File: config.mk
export PLATFORM = sky130hd
export DESIGN_NAME = text_console_line_buffer_core
export DESIGN_NICKNAME = d
export VERILOG_FILES = /design/src/rtl/core/tclb_pkg.sv /design/src/rtl/core/text_console_line_buffer_core.sv
export VERILOG_INCLUDE_DIRS = /design/src /design/src/rtl/core
export SDC_FILE = /design/constraint.sdc
export NUM_CORES = 1
export LEC_CHECK = 0
export ABC_CLOCK_PERIOD_IN_PS = 3300
export BUFFER_PORTS_ARGS = -buffer_cell sky130_fd_sc_hd__buf_2
export CAP_MARGIN = 20
export CELL_PAD_IN_SITES_DETAIL_PLACEMENT = 1
export CELL_PAD_IN_SITES_GLOBAL_PLACEMENT = 2
export CORE_MARGIN = 8
export CORE_UTILIZATION = 39
export CTS_CLUSTER_DIAMETER = 80
export DETAILED_ROUTE_END_ITERATION = 12
export PLACE_DENSITY_LB_ADDON = 0.08
export REMOVE_ABC_BUFFERS = 1
export SYNTH_ARGS = -nofsm -noshare
export SYNTH_HDL_FRONTEND = slang
export SYNTH_SLANG_ARGS = --single-unit
export TNS_END_PERCENT = 20
File: constraint.sdc
create_clock -name clk -period 3.3 [get_ports clk]
set_input_delay 0.66 -clock clk [delete_from_list [all_inputs] [get_ports clk]]
set_output_delay 0.66 -clock clk [all_outputs]
set_load 0.03 [all_outputs]
File: src/rtl/core/assert_macros.svh
// Assertion macros for the RTL of the console core.
`ifndef ASSERT_MACROS_SVH
`define ASSERT_MACROS_SVH

// Same-cycle implication, sampled on clk, off while rst_n is low.
`define ASSERT_SAME(label, ante, cons) \
  label: assert property (@(posedge clk) disable iff (!rst_n) (ante) |-> (cons)) \
    else $error("assertion failed");

// Next-cycle implication, sampled on clk, off while rst_n is low.
`define ASSERT_NEXT(label, ante, cons) \
  label: assert property (@(posedge clk) disable iff (!rst_n) (ante) |=> (cons)) \
    else $error("assertion failed");

`endif

File: src/rtl/core/tclb_pkg.sv
// Package with the constants, types and helper functions of the text console line buffer.
package tclb_pkg;

  localparam int Columns   = 16;
  localparam int LineCount = 3;
  localparam int CellCount = LineCount * Columns;
  localparam int AddrW     = $clog2(CellCount);
  localparam int CntW      = $clog2(CellCount + 1);
  localparam int ColW      = 5;
  localparam int RowW      = 2;
  localparam int CharW     = 8;
  localparam int MaxDraws  = 49;
  localparam int EmitAll   = (CellCount < MaxDraws) ? CellCount : MaxDraws;

  localparam logic [CharW-1:0] SpaceCode = 8'd32;

  // Prosign keys and the letters they expand to.
  localparam logic [CharW-1:0] KeyB  = 8'h62;
  localparam logic [CharW-1:0] KeyA  = 8'h61;
  localparam logic [CharW-1:0] KeyK  = 8'h6B;
  localparam logic [CharW-1:0] KeyV  = 8'h76;
  localparam logic [CharW-1:0] LetA  = 8'h41;
  localparam logic [CharW-1:0] LetB  = 8'h42;
  localparam logic [CharW-1:0] LetK  = 8'h4B;
  localparam logic [CharW-1:0] LetN  = 8'h4E;
  localparam logic [CharW-1:0] LetR  = 8'h52;
  localparam logic [CharW-1:0] LetT  = 8'h54;
  localparam logic [CharW-1:0] LetV  = 8'h56;

  typedef enum logic [1:0] {
    OP_PUT       = 2'd0,
    OP_NEWLINE   = 2'd1,
    OP_BACKSPACE = 2'd2,
    OP_CLEAR     = 2'd3
  } op_t;

  typedef struct packed {
    logic             two;
    logic [CharW-1:0] first;
    logic [CharW-1:0] second;
  } put_pair_t;

  // Turns a typed character into one or two characters to store.
  function automatic put_pair_t expand_char(input logic [CharW-1:0] ch);
    put_pair_t p;
    p.two    = 1'b1;
    p.first  = ch;
    p.second = ch;
    if (ch == KeyB) begin
      p.first  = LetB;
      p.second = LetT;
    end else if (ch == KeyA) begin
      p.first  = LetA;
      p.second = LetR;
    end else if (ch == KeyK) begin
      p.first  = LetK;
      p.second = LetN;
    end else if (ch == KeyV) begin
      p.first  = LetV;
      p.second = LetA;
    end else begin
      p.two = 1'b0;
    end
    return p;
  endfunction

  // Store address of a cell, lines stored top first.
  function automatic logic [AddrW-1:0] cell_addr(input logic [RowW-1:0] row,
                                                 input logic [ColW-1:0] col);
    return AddrW'(int'(row) * Columns + int'(col));
  endfunction

endpackage

File: src/rtl/core/text_console_line_buffer_core.sv
// Top level of the text console line buffer: text memory, sequencer and result register.
//
// Usage: an input beat carries one command in in_tuser (put character, newline,
// backspace, clear) and the character byte in in_tdata. Every command answers with
// zero or more cell redraw beats on the out channel (draw flag set in out_tuser)
// followed by one status beat with out_tlast high. All beats of a command carry the
// flag telling whether the cursor sits at column zero afterwards.
// One command is handled at a time. A put writes its characters, then reads back
// the changed cells for redraw; a scroll copies two lines through the text memory,
// which has one write and one read port, before the 48 redraws leave at one per
// cycle while the receiver accepts them; backspace at column zero first scans up
// to two lines. The memory read port, one access a cycle, bounds all of these.
// Clear sends its status beat without any memory access.
// Reset clears the cursor and marks every text cell as a space through per-cell
// valid bits; no clearing pass is needed, and clear works the same way.
// When the receiver stalls, the result register holds its beat and the sequencer
// waits; a new command is taken as soon as the last beat is in the result register.
module text_console_line_buffer_core (
  input  logic        clk,
  input  logic        rst_n,
  input  logic        in_tvalid,
  output logic        in_tready,
  input  logic [7:0]  in_tdata,   // [7:0] char_code
  input  logic [1:0]  in_tuser,   // [1:0] operation
  output logic        out_tvalid,
  input  logic        out_tready,
  output logic [15:0] out_tdata,  // [4:0] column, [6:5] row, [14:7] glyph, [15] cursor_at_start
  output logic [0:0]  out_tuser,  // [0] draw_valid
  output logic        out_tlast   // last_result
);
  import tclb_pkg::*;

  typedef enum logic [2:0] {
    S_IDLE,
    S_PUT,
    S_SCAN,
    S_MOVE,
    S_EMIT,
    S_STATUS
  } state_t;

  // Text memory: one write and one registered read per cycle.
  logic [CharW-1:0] text_mem_r [CellCount];
  logic [CharW-1:0] rd_q_r;
  logic             rd_vld_r;

  logic             mem_re, mem_we;
  logic [AddrW-1:0] mem_raddr, mem_waddr;
  logic [CharW-1:0] mem_wdata;

  state_t state_r, state_nxt;
  logic [CellCount-1:0] vld_r, vld_nxt;
  logic [ColW-1:0]  cursor_r, cursor_nxt;
  logic [CharW-1:0] ch1_r, ch1_nxt, ch2_r, ch2_nxt;
  logic             two_r, two_nxt;
  logic             all_dirty_r, all_dirty_nxt;
  logic [ColW-1:0]  dcol_r, dcol_nxt;
  logic [1:0]       dcnt_r, dcnt_nxt;
  logic             rd_pend_r, rd_pend_nxt;
  logic [ColW-1:0]  tag_col_r, tag_col_nxt;
  logic [RowW-1:0]  tag_row_r, tag_row_nxt;
  logic [AddrW-1:0] tag_waddr_r, tag_waddr_nxt;
  logic [CntW-1:0]  cnt_r, cnt_nxt;
  logic [AddrW-1:0] src_r, src_nxt, dst_r, dst_nxt;
  logic             down_r, down_nxt;
  logic [LineCount-1:0] clr_rows_r, clr_rows_nxt;
  logic             after_put_r, after_put_nxt;
  logic             bs_clear_r, bs_clear_nxt;
  logic [RowW-1:0]  scan_row_r, scan_row_nxt;
  logic             found_r, found_nxt;
  logic [ColW-1:0]  last_col_r, last_col_nxt;
  logic [ColW-1:0]  em_col_r, em_col_nxt;
  logic [RowW-1:0]  em_row_r, em_row_nxt;
  logic             em_full_r, em_full_nxt;

  logic             out_tvalid_r, out_tvalid_nxt;
  logic [ColW-1:0]  out_col_r, out_col_nxt;
  logic [RowW-1:0]  out_row_r, out_row_nxt;
  logic [CharW-1:0] out_glyph_r, out_glyph_nxt;
  logic             out_draw_r, out_draw_nxt;
  logic             out_start_r, out_start_nxt;
  logic             out_last_r, out_last_nxt;

  logic can_load;
  logic at_start;

  assign in_tready  = (state_r == S_IDLE);
  assign can_load   = !out_tvalid_r || out_tready;
  assign at_start   = (cursor_r == '0);

  assign out_tvalid = out_tvalid_r;
  assign out_tdata  = {out_start_r, out_glyph_r, out_row_r, out_col_r};
  assign out_tuser  = out_draw_r;
  assign out_tlast  = out_last_r;

  always_comb begin
    put_pair_t        pair;
    logic             issue;
    logic [ColW-1:0]  pcol;
    logic [1:0]       pcnt;

    pair  = expand_char(in_tdata);
    issue = 1'b0;
    pcol  = (dcnt_r == 2'd0) ? cursor_r : dcol_r;
    pcnt  = dcnt_r + 2'd1;

    state_nxt     = state_r;
    vld_nxt       = vld_r;
    cursor_nxt    = cursor_r;
    ch1_nxt       = ch1_r;
    ch2_nxt       = ch2_r;
    two_nxt       = two_r;
    all_dirty_nxt = all_dirty_r;
    dcol_nxt      = dcol_r;
    dcnt_nxt      = dcnt_r;
    rd_pend_nxt   = 1'b0;
    tag_col_nxt   = tag_col_r;
    tag_row_nxt   = tag_row_r;
    tag_waddr_nxt = tag_waddr_r;
    cnt_nxt       = cnt_r;
    src_nxt       = src_r;
    dst_nxt       = dst_r;
    down_nxt      = down_r;
    clr_rows_nxt  = clr_rows_r;
    after_put_nxt = after_put_r;
    bs_clear_nxt  = bs_clear_r;
    scan_row_nxt  = scan_row_r;
    found_nxt     = found_r;
    last_col_nxt  = last_col_r;
    em_col_nxt    = em_col_r;
    em_row_nxt    = em_row_r;
    em_full_nxt   = em_full_r;

    out_tvalid_nxt = out_tvalid_r && !out_tready;
    out_col_nxt    = out_col_r;
    out_row_nxt    = out_row_r;
    out_glyph_nxt  = out_glyph_r;
    out_draw_nxt   = out_draw_r;
    out_start_nxt  = out_start_r;
    out_last_nxt   = out_last_r;

    mem_re    = 1'b0;
    mem_raddr = '0;
    mem_we    = 1'b0;
    mem_waddr = '0;
    mem_wdata = '0;

    unique case (state_r)
      S_IDLE: begin
        if (in_tvalid) begin
          unique case (op_t'(in_tuser))
            OP_PUT: begin
              ch1_nxt       = pair.first;
              ch2_nxt       = pair.second;
              two_nxt       = pair.two;
              all_dirty_nxt = 1'b0;
              dcnt_nxt      = 2'd0;
              state_nxt     = S_PUT;
            end
            OP_NEWLINE: begin
              src_nxt       = AddrW'(Columns);
              dst_nxt       = '0;
              down_nxt      = 1'b0;
              cnt_nxt       = CntW'(2 * Columns);
              clr_rows_nxt  = 3'b100;
              after_put_nxt = 1'b0;
              bs_clear_nxt  = 1'b0;
              cursor_nxt    = '0;
              state_nxt     = S_MOVE;
            end
            OP_BACKSPACE: begin
              if (cursor_r != '0) begin
                cursor_nxt = cursor_r - 1'b1;
                vld_nxt[cell_addr(2'd2, cursor_r - 1'b1)] = 1'b0;
                em_full_nxt = 1'b0;
                em_col_nxt  = cursor_r - 1'b1;
                em_row_nxt  = 2'd2;
                cnt_nxt     = CntW'(1);
                state_nxt   = S_EMIT;
              end else begin
                // Look for text in the middle line first.
                scan_row_nxt = 2'd1;
                em_col_nxt   = '0;
                cnt_nxt      = CntW'(Columns);
                found_nxt    = 1'b0;
                state_nxt    = S_SCAN;
              end
            end
            OP_CLEAR: begin
              vld_nxt    = '0;
              cursor_nxt = '0;
              state_nxt  = S_STATUS;
            end
            default: state_nxt = S_IDLE;
          endcase
        end
      end

      S_PUT: begin
        if (cursor_r == ColW'(Columns)) begin
          // Bottom line full: scroll up, then come back to store the character.
          src_nxt       = AddrW'(Columns);
          dst_nxt       = '0;
          down_nxt      = 1'b0;
          cnt_nxt       = CntW'(2 * Columns);
          clr_rows_nxt  = 3'b100;
          after_put_nxt = 1'b1;
          bs_clear_nxt  = 1'b0;
          all_dirty_nxt = 1'b1;
          cursor_nxt    = '0;
          state_nxt     = S_MOVE;
        end else begin
          mem_we    = 1'b1;
          mem_waddr = cell_addr(2'd2, cursor_r);
          mem_wdata = ch1_r;
          vld_nxt[cell_addr(2'd2, cursor_r)] = 1'b1;
          cursor_nxt = cursor_r + 1'b1;
          dcol_nxt   = pcol;
          dcnt_nxt   = pcnt;
          if (two_r) begin
            ch1_nxt = ch2_r;
            two_nxt = 1'b0;
          end else begin
            em_full_nxt = all_dirty_r;
            em_col_nxt  = all_dirty_r ? '0 : pcol;
            em_row_nxt  = all_dirty_r ? 2'd0 : 2'd2;
            cnt_nxt     = all_dirty_r ? CntW'(EmitAll) : CntW'(pcnt);
            state_nxt   = S_EMIT;
          end
        end
      end

      S_SCAN: begin
        // Ascending scan: the last non-space cell seen wins.
        if (rd_pend_r && rd_vld_r && (rd_q_r != SpaceCode)) begin
          found_nxt    = 1'b1;
          last_col_nxt = tag_col_r;
        end
        if (cnt_r != '0) begin
          mem_re      = 1'b1;
          mem_raddr   = cell_addr(scan_row_r, em_col_r);
          tag_col_nxt = em_col_r;
          em_col_nxt  = em_col_r + 1'b1;
          cnt_nxt     = cnt_r - 1'b1;
          rd_pend_nxt = 1'b1;
        end else if (!rd_pend_r) begin
          if (found_r) begin
            cursor_nxt    = last_col_r;
            after_put_nxt = 1'b0;
            bs_clear_nxt  = 1'b1;
            state_nxt     = S_MOVE;
            if (scan_row_r == 2'd1) begin
              // Middle line moves down, top line to the middle.
              src_nxt      = AddrW'(2 * Columns - 1);
              dst_nxt      = AddrW'(3 * Columns - 1);
              down_nxt     = 1'b1;
              cnt_nxt      = CntW'(2 * Columns);
              clr_rows_nxt = 3'b001;
            end else begin
              // Top line moves to the bottom, the rest goes blank.
              src_nxt      = '0;
              dst_nxt      = AddrW'(2 * Columns);
              down_nxt     = 1'b0;
              cnt_nxt      = CntW'(Columns);
              clr_rows_nxt = 3'b011;
            end
          end else if (scan_row_r == 2'd1) begin
            scan_row_nxt = 2'd0;
            em_col_nxt   = '0;
            cnt_nxt      = CntW'(Columns);
            state_nxt    = S_SCAN;
          end else begin
            state_nxt = S_STATUS;
          end
        end
      end

      S_MOVE: begin
        // Read a source cell, then write the registered read data to its destination.
        if (rd_pend_r) begin
          mem_we    = 1'b1;
          mem_waddr = tag_waddr_r;
          mem_wdata = rd_q_r;
          vld_nxt[tag_waddr_r] = rd_vld_r;
        end
        if (cnt_r != '0) begin
          mem_re        = 1'b1;
          mem_raddr     = src_r;
          tag_waddr_nxt = dst_r;
          src_nxt       = down_r ? src_r - 1'b1 : src_r + 1'b1;
          dst_nxt       = down_r ? dst_r - 1'b1 : dst_r + 1'b1;
          cnt_nxt       = cnt_r - 1'b1;
          rd_pend_nxt   = 1'b1;
        end else if (!rd_pend_r) begin
          for (int r = 0; r < LineCount; r++) begin
            if (clr_rows_r[r]) begin
              vld_nxt[r * Columns +: Columns] = '0;
            end
          end
          if (bs_clear_r) begin
            vld_nxt[cell_addr(2'd2, cursor_r)] = 1'b0;
          end
          if (after_put_r) begin
            state_nxt = S_PUT;
          end else begin
            em_full_nxt = 1'b1;
            em_col_nxt  = '0;
            em_row_nxt  = 2'd0;
            cnt_nxt     = CntW'(EmitAll);
            state_nxt   = S_EMIT;
          end
        end
      end

      S_EMIT: begin
        if (rd_pend_r && can_load) begin
          out_tvalid_nxt = 1'b1;
          out_col_nxt    = tag_col_r;
          out_row_nxt    = tag_row_r + 1'b1;
          out_glyph_nxt  = rd_vld_r ? rd_q_r : SpaceCode;
          out_draw_nxt   = 1'b1;
          out_start_nxt  = at_start;
          out_last_nxt   = 1'b0;
        end
        issue = (cnt_r != '0) && (!rd_pend_r || can_load);
        if (issue) begin
          mem_re      = 1'b1;
          mem_raddr   = cell_addr(em_row_r, em_col_r);
          tag_col_nxt = em_col_r;
          tag_row_nxt = em_row_r;
          cnt_nxt     = cnt_r - 1'b1;
          if (em_full_r && (em_row_r != 2'd2)) begin
            em_row_nxt = em_row_r + 1'b1;
          end else begin
            em_row_nxt = em_full_r ? 2'd0 : em_row_r;
            em_col_nxt = em_col_r + 1'b1;
          end
        end
        rd_pend_nxt = issue || (rd_pend_r && !can_load);
        if ((cnt_r == '0) && !rd_pend_r) begin
          state_nxt = S_STATUS;
        end
      end

      S_STATUS: begin
        if (can_load) begin
          out_tvalid_nxt = 1'b1;
          out_col_nxt    = '0;
          out_row_nxt    = '0;
          out_glyph_nxt  = '0;
          out_draw_nxt   = 1'b0;
          out_start_nxt  = at_start;
          out_last_nxt   = 1'b1;
          state_nxt      = S_IDLE;
        end
      end

      default: state_nxt = S_IDLE;
    endcase
  end

  always_ff @(posedge clk) begin
    if (mem_we) begin
      text_mem_r[mem_waddr] <= mem_wdata;
    end
    if (mem_re) begin
      rd_q_r   <= text_mem_r[mem_raddr];
      rd_vld_r <= vld_r[mem_raddr];
    end
  end

  always_ff @(posedge clk) begin
    if (!rst_n) begin
      state_r      <= S_IDLE;
      vld_r        <= '0;
      cursor_r     <= '0;
      rd_pend_r    <= 1'b0;
      out_tvalid_r <= 1'b0;
    end else begin
      state_r      <= state_nxt;
      vld_r        <= vld_nxt;
      cursor_r     <= cursor_nxt;
      rd_pend_r    <= rd_pend_nxt;
      out_tvalid_r <= out_tvalid_nxt;
    end
    ch1_r       <= ch1_nxt;
    ch2_r       <= ch2_nxt;
    two_r       <= two_nxt;
    all_dirty_r <= all_dirty_nxt;
    dcol_r      <= dcol_nxt;
    dcnt_r      <= dcnt_nxt;
    tag_col_r   <= tag_col_nxt;
    tag_row_r   <= tag_row_nxt;
    tag_waddr_r <= tag_waddr_nxt;
    cnt_r       <= cnt_nxt;
    src_r       <= src_nxt;
    dst_r       <= dst_nxt;
    down_r      <= down_nxt;
    clr_rows_r  <= clr_rows_nxt;
    after_put_r <= after_put_nxt;
    bs_clear_r  <= bs_clear_nxt;
    scan_row_r  <= scan_row_nxt;
    found_r     <= found_nxt;
    last_col_r  <= last_col_nxt;
    em_col_r    <= em_col_nxt;
    em_row_r    <= em_row_nxt;
    em_full_r   <= em_full_nxt;
    out_col_r   <= out_col_nxt;
    out_row_r   <= out_row_nxt;
    out_glyph_r <= out_glyph_nxt;
    out_draw_r  <= out_draw_nxt;
    out_start_r <= out_start_nxt;
    out_last_r  <= out_last_nxt;
  end

`include "assert_macros.svh"

  // The status beat never claims to be a cell redraw.
  `ASSERT_SAME(a_last_not_draw, out_tvalid_r && out_last_r, !out_draw_r)
  // The cursor never passes the end of the line.
  `ASSERT_SAME(a_cursor_range, 1'b1, cursor_r <= ColW'(Columns))
  // An accepted command always leaves the idle state.
  `ASSERT_NEXT(a_accept_busy, in_tvalid && in_tready, state_r != S_IDLE)
  // Line copies never read and write the same cell in one cycle.
  `ASSERT_SAME(a_no_rw_clash, mem_we && mem_re, mem_waddr != mem_raddr)

endmodule
# After elaboration in Yosys (flattened, before gate mapping)
# Memory sizes are Yosys's and may differ from the RTL's. A register that Yosys moved wholly into a read port is not among the register bits.
# Index checks and enable logic that the tools add are counted.
# W data, S select, Z words.
# op_classes
bitwise	6
muxes	234
n_lt_le_gt_ge	7
reduce_logical	60
n_addsub	15
n_eq_ne	54
# ops
op	n
$mux W48	7
$mux W16	16
$mux W6	34
$pmux W48 S3	1
$mux W5	28
$and A48 B48 Y48	2
$not A48 Y48	2
$pmux W48 S2	1
$mux W8	9
$mux W3	19
$mux W1	53
$mux W2	25
$bwmux W48	1
$or A48 B48 Y48	1
$pmux W6 S4	2
$pmux W8 S2	3
$ne A2 B2 Y1 const B	23
$eq A8 B7 Y1 const B	4
$pmux W5 S2	3
$pmux W6 S5	1
$lt A6 B7 Y1 const B	4
$pmux W5 S5	1
$ne A3 B3 Y1 const B	8
$pmux W6 S2	2
other kinds (56)	126
# totals
word_cells	414
regBits	155
in_bits	14
ramBits	384
memories	1
# memory_table
memory	depth	word_bits	rd	rd_clocked_by_memory_dff	wr	line	rtl
text_mem_r	48	8	1	1	1	text_console_line_buffer_core.sv:43	logic [CharW-1:0] text_mem_r [CellCount];

# Depth between registers and ports, before layout
# logic_depth
word_depth	15
mapped_depth	15

# Worst setup path before layout
# OpenSTA, ideal clock, no wires.
# synth_timing
kind	register to register
from	register cursor_r[0]
to	memory text_mem_r[0][5], data pin
path_stages_with_launch	11
required_time_ps	2975
path_buffers	4
synth_period_minus_slack_ps	3145
setup_slack_ps	155
arrival_ps	2821
cell_sequence	dfxtp_1 -> clkbuf_1 -> inv_1 -> ha_1 -> buf_2 -> nand4bb_1 -> clkbuf_1 -> nand2_1 -> clkinv_1 -> buf_1 -> a22o_1
# synth_via
elab_chain_cells	3
# synth_lines
element	line	rtl
start, declared	text_console_line_buffer_core.sv:53	logic [ColW-1:0] cursor_r, cursor_nxt;
start signal, assigned	text_console_line_buffer_core.sv:382	cursor_r <= cursor_nxt;
$eq A5 B5 Y1	text_console_line_buffer_core.sv:200	if (cursor_r == ColW'(Columns)) begin
$mux W8	text_console_line_buffer_core.sv:200	
$pmux W8 S2	text_console_line_buffer_core.sv:148	unique case (state_r)
named net mem_wdata[5]	text_console_line_buffer_core.sv:49	logic [CharW-1:0] mem_wdata;
end, declared	text_console_line_buffer_core.sv:43	
# The timed path passes the listed nets, and every way through them passes these cells.

# Final worst setup path
# layout_timing
from	register cnt_r[1]
to	register rd_q_r[5], read port of text_mem_r, data pin
# layout_via
elab_chain_cells	4
elab_cells_between_ends	9
classes_between	mux: 7; reduce/logical: 2
# layout_lines
element	line	rtl
start, declared	text_console_line_buffer_core.sv:63	logic [CntW-1:0] cnt_r, cnt_nxt;
start signal, assigned	text_console_line_buffer_core.sv:395	cnt_r <= cnt_nxt;
$reduce_bool A6 Y1 (*)	text_console_line_buffer_core.sv:239, text_console_line_buffer_core.sv:286, text_console_line_buffer_core.sv:325	
$logic_and A1 B1 Y1	text_console_line_buffer_core.sv:325	issue = (cnt_r != '0) && (!rd_pend_r || can_load);
$mux W6 / $mux W1 (equally long branches)	text_console_line_buffer_core.sv:326	if (issue) begin
$pmux W6 S3 / $pmux W1 S2 (equally long branches)	text_console_line_buffer_core.sv:148	
end, declared	text_console_line_buffer_core.sv:44	logic [CharW-1:0] rd_q_r;
# Mark *: on every way between the ends. The rest lies on a longest branch, timed or not.
# A chain may end at the register's enable or synchronous reset.

==> out/metrics.cfg <==
[status]
status = finished clean

[placement]
port_buffers = 33
place_hpwl_um = 56850
pre_cts_ws_ns = -0.1844
gp_congestion = 0.8336
dp.cells = 3117

[synthesis]
synth_top_family_by_area = simple AND/OR/NAND/NOR gates
synth_mux_area_share_pct = 2.689
synth_warnings = 0
netlist_instances = 2171
ys_types = 78
synth_fa_ha_area_share_pct = 1.179
synth_compound_area_share_pct = 12.59
async_reset_ff_share_pct = 0
synth.area.top_cells = edfxtp_1, nand2_1, dfxtp_1
synth_edf_count = 488
synth.avg_cell_area_um2 = 11.34
synth-xor-area-share_pct = 0.7829
synth_area_mm2 = 0.02461
yosysSeqAreaShare_pct = 64.26
yosys.area.top_type = edfxtp_1
synthFlopType = edfxtp_1
ys_seq_elements = 546
synth-simple-area-share_pct = 15.68
synth.top_cell.area_share_pct = 59.54

[power_and_ir_drop]
vdd_drop_max_uv = 476.7
p_per_area_mw_per_mm2 = 893.8
p_leak_nw = 10.36

[global_routing]
grt_pass1_vias = 19010
grt_max_degree = 49
antenna_found_initial = 0
grt_pass1_wl_um = 124700
grtUsageTotal_pct = 23.13
overflow = 0

[die]
rows = 92
ios = 34
die_h_um = 267.2
start_util_pct = 39.23
core_area_mm2 = 0.06274
die_w_um = 267.2
die_area_mm2 = 0.07140

[drt]
drt-total-wl_um = 82810
drc = 0
routedWlPerCell_um = 25.64
detail_route.first_pass.iterations = 7
drt-initial-drc-count = 1316
vias = 18140
viasPerCell = 5.617
antenna_left = 0

[clock_tree]
h-tree-depth = 2
clock_sinks = 546
clk_latency_ns = 0.65
numCtsBuffers = 61
cts_buffer_depth = 3
clk_pin_slew_worst_paths_ns = 0.06
holdBufCountCts = 0
cts_tree = done
cts_root_buf = clkbuf_16

[timing]
slew_headroom_pct = 36.48
worst_pin_slew_ns = 0.9455
fmax_mhz = 311.8
finalCritPeriodShare_pct = 97.19
maxSlewViolCount = 0
finalHoldViolations = 0
fin_crit_ns = 3.207
hold_slack_ns = 0.2199
finalWorstSetupSlack_ns = 0.09271
rsz0062_at_grt = true
fin_worst_skew_ns = 0.02857
finalSetupViolations = 0

[cells_and_area]
diodes = 0
drive_gt1_share_pct = 15.69
nNetsFinal = 2373
area_delta_synth_final_pct = 18.43
fin_cells = 3230

[worst_setup_path]
r2r-start = cnt_r[1]
rr_endpoint = rd_q_r[5]
critical_path_arrival_ns = 3.61
criticalPathCategory = reg -> reg
crit_path_start_kind = flop
r2r_setup_slack_ns = 0.09
cp_max_fo = 26
rr_worst_depth = 13
required_ns = 3.70
endpoint_kind = flop

[hold_path]
hp-start = in_tdata[6]
min_path_cells = 1
hp-class = in -> reg
min_to = ch2_r[6]

[run]
drv_cap = 0

-- cell usage in the layout (no fill, tap or decap), types with 33 or more instances in the layout --
| cell type | synthesis | layout |
|---|---|---|
| o21ai_0 | 98 | 98 |
| edfxtp_1 | 488 | 488 |
| nand3_1 | 121 | 121 |
| nor2_1 | 149 | 147 |
| dfxtp_1 | 58 | 58 |
| clkbuf_16 | 0 | 62 |
| buf_4 | 10 | 179 |
| a31oi_1 | 36 | 36 |
| mux2i_1 | 56 | 55 |
| buf_2 | 45 | 33 |
| a21oi_1 | 180 | 180 |
| and3_1 | 34 | 34 |
| nand2_1 | 439 | 438 |
-- layout make-up --
| class | instances | area, um2 |
|---|---|---|
| fillers | 6634 | 33590 |
| flip-flops and latches | 546 | 15820 |
| multi-input cells | 1466 | 8198 |
| repair buffers | 236 | 1981 |
| clock buffers | 79 | 1635 |
| well taps | 846 | 1059 |
| clock inverters | 31 | 362.8 |
| inverters | 26 | 97.59 |
-- worst max-delay path: stages, from the launching register on --
cell and delay, ns:
edfxtp_1 0.42, inv_1 0.07, ha_1 0.20, or3b_4 0.41, nor3_4 0.18, buf_12 0.18
a21o_4 0.16, buf_12 0.17, buf_12 0.19, mux2i_1 0.20, o21ai_0 0.12, nor4_2 0.33
a21oi_1 0.07, and4_1 0.22
-- kinds of logic (layout without fill, tap and decap cells) --
family | count (synthesis) | count (layout)
compound gates | 496 | 496
simple gates | 861 | 861
xor+xnor | 22 | 22
mux | 65 | 65
flops | 546 | 546
fa+ha+maj | 22 | 22
buf+inv | 159 | 372
-- flip-flops by register name (all words and copies together) (netlist names), 2 cells and up --
name,count
out_row_r,2
tag_col_r,5
em_col_r,5
dst_r,6
dcnt_r,2
out_col_r,5
clr_rows_r,3
last_col_r,5
cursor_r,5
dcol_r,5
ch1_r,8
vld_r,48
rd_q_r,8
em_row_r,2
tag_row_r,2
state_r,3
ch2_r,8
out_glyph_r,8
cnt_r,6
src_r,6
text_mem_r,384
tag_waddr_r,6
-- through the flow --
step | utilization [%] | area (um2) | power [mW] | setup TNS (ns)
5_1_grt | 46.46 | 29150 | 27.27 | -0.8696
3_3_place_gp | 43.15 | 27070 | 19.13 | -1.194
6_report | 46.46 | 29150 | 26.05 | 0
3_5_place_dp | 43.15 | 27070 | 19.28 | -1.103
4_1_cts | 46.37 | 29090 | 26.22 | 0
2_1_floorplan | - | 24020 | 14.35 | -290.57
-- Yosys cell counts, drive strengths merged, types with 34 or more instances --
master  count
edfxtp    488
a31oi      36
and3       34
o21ai     105
nand2     439
nor2      150
mux2i      56
nand3     121
clkbuf     64
a21oi     183
buf        69
dfxtp      58
-- how the worst max path moves through the flow --
stage | start | to | slack, ns | cells after the start
2_1_floorplan | state_r[0] | rd_q_r[6] | -2.48 | 8
3_3_place_gp | out_tready | rd_q_r[4] | -0.19 | 10
3_5_place_dp | out_tready | rd_q_r[5] | -0.18 | 10
4_1_cts | cnt_r[1] | rd_q_r[7] | 0.02 | 10
5_1_grt | cursor_r[0] | vld_r[28] | -0.10 | 10
6_report | cnt_r[1] | rd_q_r[5] | 0.09 | 13
-- where the power goes --
group          switching, mW  leakage [nW]  total [mW]  internal [mW]
clock network           2.89         0.972        6.86           3.96
logic                   6.45          4.41        9.95           3.50
registers              0.582          4.98        9.25           8.67
total                   9.93          10.4        26.1           16.1
-- what timing repair did --
item                                    CTS  global route
endpoints found under the setup margin    7           296
setup buffers                             2             1
pin swaps                                 1             1
resized for setup                         3            12
endpoints found under the hold margin     0             0
-- per-layer routing --
layer  routed length (um)  vias up  GRT usage, %
met2                40560      406         39.49
met1                36040     9243         30.47
met4                 2372        0         7.322
met3                 3831      130         2.965
met5                    0        -             0
li1                     -     8365             -
Power figures use the tool's default switching activity.
